**config.mk**
```make
export PLATFORM = sky130hd
export DESIGN_NAME = sbb_divider
export DESIGN_NICKNAME = d
export VERILOG_FILES = /design/src/hw/rtl/sbb_pkg.sv /design/src/hw/rtl/sbb_divider.sv
export SDC_FILE = /design/constraint.sdc
export NUM_CORES = 1
export LEC_CHECK = 0
export ABC_AREA = 1
export BUFFER_PORTS_ARGS = -buffer_cell sky130_fd_sc_hd__clkbuf_2
export CORE_MARGIN = 4
export CORE_UTILIZATION = 63
export DETAILED_ROUTE_END_ITERATION = 7
export PLACE_DENSITY = 0.86
export SLEW_MARGIN = 40
export SYNTH_ARGS = -nofsm -noshare
export SYNTH_HDL_FRONTEND = slang
export SYNTH_SLANG_ARGS = --single-unit
```
**constraint.sdc**
```tcl
create_clock -name clk -period 7.7 [get_ports clk]
set_input_delay 0.385 -clock clk [delete_from_list [all_inputs] [get_ports clk]]
set_output_delay 0.385 -clock clk [all_outputs]
set_load 0.02 [all_outputs]
```
**src/hw/rtl/sbb_pkg.sv**
```systemverilog
// shared types, constants and state codes for the separable box blur block
package sbb_pkg;

	localparam int NUM_CH   = 3;   // red, green, blue
	localparam int PIX_W    = 8;   // one sample
	localparam int SUM_W    = 13;  // holds 31 samples of 255
	localparam int DIV_W    = 5;   // window length 2r+1, at most 31
	localparam int QBIT_W   = 3;   // quotient bit position, 8 bits of quotient
	localparam int COORD_SW = 9;   // signed window coordinate before clamping
	localparam int SIZE_W   = 8;   // image size registers
	localparam int RAD_W    = 4;   // radius register
	localparam int RAD_CAP  = 15;  // largest radius the register can hold
	localparam int CFG_AW   = 4;
	localparam int CFG_DW   = 32;

	localparam logic [1:0] REG_IMAGE_WIDTH  = 2'd0;
	localparam logic [1:0] REG_IMAGE_HEIGHT = 2'd1;
	localparam logic [1:0] REG_BLUR_RADIUS  = 2'd2;

	localparam logic [SIZE_W-1:0] WIDTH_RST  = 8'd128;
	localparam logic [SIZE_W-1:0] HEIGHT_RST = 8'd128;
	localparam logic [RAD_W-1:0]  RADIUS_RST = 4'd1;

	localparam logic KIND_LOAD  = 1'b0;
	localparam logic KIND_QUERY = 1'b1;

	// index 2 is red, 1 green, 0 blue, matching the 24-bit store word
	typedef logic [NUM_CH-1:0][PIX_W-1:0] pix_t;
	typedef logic [NUM_CH-1:0][SUM_W-1:0] sum_vec_t;

	typedef struct packed {
		logic             start;
		logic [DIV_W-1:0] divisor;
	} div_req_t;

	typedef struct packed {
		logic busy;
		logic done;
	} div_sts_t;

	typedef enum logic [2:0] {
		ST_IDLE,
		ST_READ,
		ST_DRAIN,
		ST_ROWDIV,
		ST_COLDIV,
		ST_DONE
	} sbb_state_t;

endpackage

```
**src/hw/rtl/sbb_divider.sv**
```systemverilog
// three-channel restoring divider, one quotient bit per cycle
module sbb_divider (
	input  logic              clk,
	input  logic              arst_n,
	input  sbb_pkg::div_req_t req,
	input  sbb_pkg::sum_vec_t dividend,
	output sbb_pkg::div_sts_t sts,
	output sbb_pkg::pix_t     quotient
);
	import sbb_pkg::*;

	sum_vec_t          rem_q;
	pix_t              quo_q;
	logic [DIV_W-1:0]  divisor_q;
	logic [QBIT_W-1:0] bit_q;
	logic              busy_q;
	logic              done_q;

	sum_vec_t          rem_d;
	pix_t              quo_d;
	logic [SUM_W-1:0]  shifted;

	always_comb begin
		rem_d   = rem_q;
		quo_d   = quo_q;
		shifted = SUM_W'(divisor_q) << bit_q;
		for (int c = 0; c < NUM_CH; c++) begin
			if (rem_q[c] >= shifted) begin
				rem_d[c]        = rem_q[c] - shifted;
				quo_d[c][bit_q] = 1'b1;
			end
		end
	end

	always_ff @(posedge clk or negedge arst_n) begin
		if (!arst_n) begin
			busy_q <= 1'b0;
			done_q <= 1'b0;
			bit_q  <= '0;
		end else if (req.start) begin
			busy_q <= 1'b1;
			done_q <= 1'b0;
			bit_q  <= QBIT_W'(PIX_W - 1);
		end else if (busy_q) begin
			bit_q <= bit_q - 1'b1;
			if (bit_q == '0) begin
				busy_q <= 1'b0;
				done_q <= 1'b1;
			end
		end else begin
			done_q <= 1'b0;
		end
	end

	always_ff @(posedge clk) begin
		if (req.start) begin
			rem_q     <= dividend;
			quo_q     <= '0;
			divisor_q <= req.divisor;
		end else if (busy_q) begin
			rem_q <= rem_d;
			quo_q <= quo_d;
		end
	end

	assign sts.busy = busy_q;
	assign sts.done = done_q;
	assign quotient = quo_q;

	a_no_restart: assert property (@(posedge clk) disable iff (!arst_n)
		req.start |-> !busy_q)
		else $error("divider restarted while busy");

	a_done_follows: assert property (@(posedge clk) disable iff (!arst_n)
		(busy_q && bit_q == '0 && !req.start) |=> done_q)
		else $error("divider did not finish after last bit");

	a_rem_below: assert property (@(posedge clk) disable iff (!arst_n)
		done_q |-> (rem_q[0] < SUM_W'(divisor_q)) && (rem_q[1] < SUM_W'(divisor_q))
			&& (rem_q[2] < SUM_W'(divisor_q)))
		else $error("divider remainder not below divisor");

endmodule

```
==> run summary, run 1 <==
The tools report the global-route usage over all layers as 0.285. Register clock-pin slew on the reported worst setup and hold paths: 0.08 ns. STA classifies the critical path endpoint as a register. The tools report the root buffer selected by CTS as sky130_fd_sc_hd__clkbuf_8. After synthesis, the cell types taking the most area are sky130_fd_sc_hd__edfxtp_1 25%, sky130_fd_sc_hd__nand2_1 15%, sky130_fd_sc_hd__dfxtp_1 9.2%. The count of buffers added on input and output ports is 72.

In this run the cell area of the synthesized design comes to 0.00522 mm². The tools report the number of antenna violations at the first check in global routing as 0. The final layout net count came out at 886. The library cell occupying the most area in the post-synthesis netlist is sky130_fd_sc_hd__edfxtp_1. The tools report the HPWL after detailed placement as 10200 µm.

The fmax was 289 MHz; the minimum period implied by the final worst setup slack was 3.46 ns. Setup repair after global routing left no endpoint under its margin. The logs give 0 for the number of antenna cells inserted and 4.31 ns for the worst slack after detailed placement. In the final timing run, aggregate negative setup slack is 0 ns. The area fraction of the dominant cell type after synthesis works out to 0.253. The run gives 0 as the count of endpoints failing hold in the final timing report. Average size of a mapped cell: 7.14 µm². The total count of max-transition violations in the final report was 0.

During synthesis, Yosys emitted a total of 0 warnings. For this run, the leading register cell type out of synthesis is sky130_fd_sc_hd__edfxtp_1. The startpoint-to-endpoint class of the critical path was reg2reg. The clock reaches the later pin of the worst-skew pair after 0.36 ns. The run gives 731 as the post-synthesis cell count. The number of setup buffers added after CTS is 0.

Horizontal die dimension: 99.0 µm. Across the run, the number of max-cap violations was 0. The floorplan has 32 rows. The final clock period utilization by the worst path works out to 0.450.

For this design the ratio of total power to cell area is 534 mW/mm². The first global-routing pass estimated 22700 µm of wire. Most frequent standard cell in the layout excluding fill and tap cells: sky130_fd_sc_hd__nand2_1. The number of buffers created by CTS came out at 9.

Summing over every cut layer, the via total after detailed routing is 5110. The tools report the launch point of the worst hold path as req[1]. Entering global routing, the biggest net connects 82 pins. In the layout the commonest cells are 212 x sky130_fd_sc_hd__nand2_1, 107 x sky130_fd_sc_hd__inv_1, 72 x sky130_fd_sc_hd__clkbuf_2. The detailed-route wire length per cell is 15.1 µm, and the share of synthesized area occupied by flip-flops and latches is 0.369.

The final weighted congestion in routability-driven placement is 0.947, and the count of endpoints failing setup in the final report is 0. The largest driver fanout on the critical path is 14, and the number of DRC markers in iteration 0 is 349. Antenna violation net count after detailed routing: 0. Power comes to 3.13 mW. After detailed routing, the total wire length is 13700 µm.

The share of synthesized flip-flops with an asynchronous set or reset is 0.0685. The endpoint required time on the critical path was 7.69 ns. The slew at the pin closest to its max-slew limit is 0.800 ns. The worst-case headroom to the max-slew limit is 0.467. The tightest min-delay check is of the in2reg type. For the net count of the mapped netlist, the log shows 819.

Dividing the detail-routed via count by the number of cells gives 5.65. Yosys mapped a number of flops with a built-in enable equal to 44. The H-tree was split into 3 levels.

73 I/O pins were placed. Number of global-route vias before repair: 4938. The standby leakage power is 2.92 nW, and the height of the die is 99.0 µm.

At the worst endpoint, the arrival time is 3.45 ns. Compared with the post-synthesis result, the final layout area differs by 12.1%. The share of cells above drive strength 1 was 0.143; the clock skew was 0.0122 ns.

The run finished with clean final reports. TritonCTS built the clock tree. The initial cell density of the core came out at 0.661. In this run the deepest clock path goes through 2 buffers.

The logs give 0 for the remaining design rule violation count and 35 for the number of distinct library cell variants in the gate-level netlist after synthesis. The total area inside the core boundary comes to 0.00789 mm². The logs give 639 for the number of filler cells placed in the layout and 0.00980 mm² for the area of the die. The tree built by TritonCTS fans out to 73 sinks.

The worst supply voltage drop on vdd was 0.276 mV. Source of the critical timing path: bit_q[0]. In this run the critical register-to-register path is launched from bit_q[0]. Synthesis-stage register bit count: 73.

Setup slack on the critical path of the routed design comes to 4.24 ns. The run gives 0 as the residual overflow from global routing. STA classifies the critical path startpoint as a register. The first-pass iteration count of the detailed router was 6.
-- worst max-delay path, cell delays in order, from the launching register on --
cell and delay [ns]:
sky130_fd_sc_hd__dfrtp_1 0.60, sky130_fd_sc_hd__o21ai_0 0.28, sky130_fd_sc_hd__nor2_1 0.40, sky130_fd_sc_hd__inv_1 0.23, sky130_fd_sc_hd__ha_1 0.38, sky130_fd_sc_hd__nand2_1 0.07, sky130_fd_sc_hd__nor2_1 0.11, sky130_fd_sc_hd__nand2_1 0.07
sky130_fd_sc_hd__nand3_2 0.09, sky130_fd_sc_hd__nand2_1 0.07, sky130_fd_sc_hd__nand3_2 0.20, sky130_fd_sc_hd__nand2_1 0.08, sky130_fd_sc_hd__nand2_1 0.51
-- registers in the layout (all words and copies together), names as in the netlist --
register,cells
done_q,1
busy_q,1
quotient,24
bit_q,3
rem_q,39
divisor_q,5
-- path summary, 6_finish.rpt --
path	endpoint	slack, ns	cells past startpoint
worst max register to register	rem_q[9]	4.24	12
min in group asynchronous	bit_q[2]	0.38	2
max in group asynchronous	bit_q[1]	7.17	2
worst max-delay path	rem_q[9]	4.24	12
worst min register to register	quotient[9]	0.45	2
worst min-delay path	divisor_q[1]	0.21	1
-- Yosys cell counts (2+ instances only) --
cell,n
sky130_fd_sc_hd__a31oi_1,6
sky130_fd_sc_hd__nor2_2,3
sky130_fd_sc_hd__dfxtp_1,24
sky130_fd_sc_hd__o21bai_1,4
sky130_fd_sc_hd__fa_1,3
sky130_fd_sc_hd__o22ai_1,2
sky130_fd_sc_hd__dfrtp_1,5
sky130_fd_sc_hd__clkbuf_1,10
sky130_fd_sc_hd__buf_4,5
sky130_fd_sc_hd__o21ai_2,2
sky130_fd_sc_hd__buf_2,3
sky130_fd_sc_hd__nand3_1,64
sky130_fd_sc_hd__nand4_1,15
sky130_fd_sc_hd__nand3_2,3
sky130_fd_sc_hd__mux2i_1,2
sky130_fd_sc_hd__nand2_2,4
sky130_fd_sc_hd__ha_1,38
sky130_fd_sc_hd__xor2_1,2
sky130_fd_sc_hd__nand2_1,212
sky130_fd_sc_hd__o21ai_1,2
sky130_fd_sc_hd__a21oi_1,57
sky130_fd_sc_hd__edfxtp_1,44
sky130_fd_sc_hd__or2_2,10
sky130_fd_sc_hd__o21ai_0,40
sky130_fd_sc_hd__nor3_1,5
sky130_fd_sc_hd__a21o_1,2
sky130_fd_sc_hd__nor2_1,50
sky130_fd_sc_hd__inv_1,107
-- metrics by stage --
stage	instances	cell area, µm²	utilization	hold slack, ns
global route	905	5850	0.742	0.198
global placement	888	5620	0.713	0.204
floorplan	731	5220	-	0.0894
finish	905	5850	0.742	0.207
detailed placement	888	5620	0.713	0.206
CTS	905	5850	0.742	0.199
-- timing repair --
action                    in CTS  in global routing
resized for setup              0                  0
hold buffers                   1                  0
hold endpoints to repair       5                  0
-- power breakdown --
group          internal, mW  switching (mW)
Clock                 0.161           0.167
Combinational         0.709            1.37
Sequential            0.628          0.0880
Total                  1.50            1.63
-- cell type report --
type | instances | area (µm²) | share of cell area
Multi-Input combinational cell | 531 | 2790 | 0.477
Sequential cell | 73 | 1930 | 0.329
Inverter | 109 | 410 | 0.0701
Timing Repair Buffer | 74 | 378 | 0.0646
Clock buffer | 11 | 174 | 0.0297
Tap cell | 102 | 128 | 0.0218
Clock inverter | 5 | 42.5 | 0.00727
-- per-layer routing --
metal  global-route usage  vias up  part of all wire
li1                     -     2542                 -
met1                0.376     2321              0.43
met2                0.477      215              0.48
met3               0.0354       32             0.067
met4                0.107        0             0.022
met5                    0        -                 0
-- cell families after synthesis --
logic type      Yosys count  synth area share
flops                    73             0.369
compound gates          116             0.118
xor+xnor                  3           0.00504
fa+ha+maj                41             0.103
mux                       2           0.00384
simple gates            369             0.306
buf+inv                 127            0.0957
(Power assumes the default switching activity.)
==> run 2, diff against run 1 <==
Settings changed: CORE_UTILIZATION 63 to 53, PLACE_DENSITY 0.86 to 0.78.
Clock period 7.7 ns to 2.9 ns, I/O delays scaled along.
==> run summary, run 2 (same netlist as run 1, synthesis figures left out) <==
Before CTS, the worst setup slack after placement is 0.00885 ns. Before antenna repair, the detailed router went through 6 iterations. The number of global-route vias before repair was 4972. The tools report the critical path startpoint category as a register. Of all nets on the critical path, the largest fanout is 9.

The worst stage delay on the critical path is 0.47 ns, and the post-route cell area is 0.00618 mm². The logs give 0.0115 mm² for the area of the die and 2.99 ns for the endpoint required time on the critical path. The global-route usage over all layers came out at 0.256. For this design, the sink count on the clock tree is 73.

Timing would allow up to 366 MHz. The core footprint was 0.00942 mm². Top register by number of flip-flops: rem_q. The repair_antennas step left the layout with diodes totalling 0. The worst path meets setup with 0.165 ns of slack.

For this run, the post-layout net count is 909. For the worst setup path, the data arrival time is 2.82 ns. Once placement finished, the instance area stood at 0.00578 mm². The tightest min-delay check is of the in2reg type. The number of DRC markers in iteration 0 came out at 364.

TritonCTS built the clock tree. The tree is rooted in a sky130_fd_sc_hd__clkbuf_8. In this run the critical register-to-register path is launched from bit_q[2].

The flow ran to the end, and the final reports show no timing, DRC or antenna violations. The longest clock path from root to sink contains 2 buffers. The share of cells above drive strength 1 works out to 0.179. Grouping stages by cell kind, the critical path spends the most delay in adder cells. The congestion estimate from routability-driven global placement came to 0.937. The CTS H-tree depth was 3; the final clock period utilization by the worst path was 0.943. The library cells used most frequently in the layout, excluding fill and tap cells, are 212 x sky130_fd_sc_hd__nand2_1, 103 x sky130_fd_sc_hd__inv_1, 72 x sky130_fd_sc_hd__clkbuf_2. The clock latency on the worst-skew pair is 0.36 ns.

For the number of antenna violations at the first check in global routing, the log shows 0. In this run the remaining antenna-violating nets after routing total 0. Counting stages on the worst path, the most repeated cell is sky130_fd_sc_hd__inv_1. The vias after detailed routing is 5174. The die is 107 µm tall. The run gives 10800 µm as the HPWL after detailed placement. In the final routed layout, each cell accounts on average for 15.0 µm. STA classifies the critical path endpoint as a register.

The floorplan step set the die width to 107 µm. The register with the most flip-flops in the layout has 39 of them. The combined buffer and inverter count along the critical path was 3. By startpoint and endpoint, the worst setup path is classified as reg2reg.

Power spread over the standard cell area amounts to 1410 mW/mm². The tools report the initial cell density of the core as 0.554. The tools report the launch point of the worst hold path as dividend[25].

After detailed routing, the number of remaining DRC violations is 0. Summed over all layers, the routed wires come to 14300 µm. Setup violations remaining at the end of the flow were counted as 0.

The total count of max-transition violations in the final report is 0, and the final core utilization is 0.657. Leaving out fill and tap cells, the most frequent cell in the layout is sky130_fd_sc_hd__nand2_1. For the count of endpoints failing hold in the final timing report, the log shows 0.

The signed area change from the synthesized netlist to the final layout is 18.5%. The critical path's slowest cell is sky130_fd_sc_hd__dfrtp_1. The slew at the pin closest to its max-slew limit was 0.433 ns; the largest net degree at the start of global routing was 42. Between clock sinks in the finished design, the worst skew comes to 0.0148 ns.

The most critical setup path has its startpoint at bit_q[2]. The worst-case headroom to the max-slew limit was 0.711. The max-cap check violation count was 0; the residual overflow from global routing was 0.

The worst supply voltage drop on vdd was 0.531 mV; the post-detailed-route via-to-cell ratio was 5.42. The number of buffers inserted by port buffering is 72, and the minimum period implied by the final worst setup slack is 2.73 ns. The first global-routing pass estimated 23400 µm of wire.

The boundary pin count was 73; the number of buffers created by CTS was 9. The signal on the critical path passes through nor2_1 -> inv_1 -> nor2_1 -> ha_1 -> inv_1 -> fa_1 -> inv_1 -> o21ai_2 -> a21oi_1 -> xor2_1 -> o21ai_0. The standby leakage power was 3.01 nW. Clock-pin slew was measured on the worst setup and hold paths at 0.09 ns.

The initialized floorplan defines 35 standard-cell rows.
-- run 2: changes by cell type in the layout (fill, tap and decap cells not counted), sizes merged --
| cell | previous run | this run |
|---|---|---|
| buf | 1 | 19 |
| inv | 110 | 114 |
| clkbuf | 83 | 82 |
| dlygate4sd3 | 1 | 6 |
| clkinv | 4 | 1 |
-- run 2: report_power, final --
group          switching, mW  internal (mW)  total (mW)
Sequential             0.258           1.67        1.93
Combinational           3.71           2.24        5.95
Clock                  0.456          0.379       0.835
Total                   4.43           4.29        8.72
-- run 2: timing repair --
action	4_1_cts	5_1_grt
buffers inserted	0	1
hold endpoints to repair	10	0
hold buffers	6	0
setup endpoints to repair	7	54
gates resized for setup	1	23
-- run 2: through the flow --
stage	setup TNS (ns)	total power, mW	std cells	hold WS, ns
CTS	0	8.32	954	0.0371
global route	-0.0175	9.59	955	0.0644
detailed placement	0	7.45	932	-0.0294
finish	0	8.72	955	0.0498
global placement	0	7.34	932	-0.0342
floorplan	0	6.05	731	-0.151
-- run 2: worst paths after layout --
check / to / slack [ns] / cells past startpoint
hold / removal: rem_q[25] / 0.05 / 3
max in group asynchronous: bit_q[0] / 2.58 / 2
min in group asynchronous: busy_q / 0.14 / 2
setup reg to reg: rem_q[32] / 0.17 / 11
hold reg to reg: quotient[10] / 0.45 / 2
setup / recovery: rem_q[32] / 0.17 / 11
-- run 2: final cells by class --
| class | instances | area, µm² |
|---|---|---|
| repair buffers | 97 | 563 |
| inverters | 109 | 409 |
| clock buffers | 10 | 149 |
| multi-input cells | 531 | 2920 |
| clock inverters | 6 | 50.0 |
| flip-flops and latches | 73 | 1930 |
| well taps | 129 | 161 |
| fillers | 821 | 3230 |
-- run 2: metal layers --
| layer | track usage | vias to the layer above | share of wire |
|---|---|---|---|
| li1 | - | 2589 | - |
| met5 | 0 | - | 0 |
| met2 | 0.435 | 209 | 0.48 |
| met4 | 0.0795 | 0 | 0.024 |
| met3 | 0.0361 | 35 | 0.071 |
| met1 | 0.338 | 2341 | 0.43 |
-- run 2: worst reg2reg max path, delay by kind of cell (launching register included) --
family / cells / cell delay, ns
buffers and inverters: 3 / 0.27
AO/OA/AOI/OAI: 3 / 0.41
AND/OR/NAND/NOR: 2 / 0.48
XOR/XNOR: 1 / 0.16
flip-flops: 1 / 0.47
adder cells (fa/ha/maj): 2 / 0.68
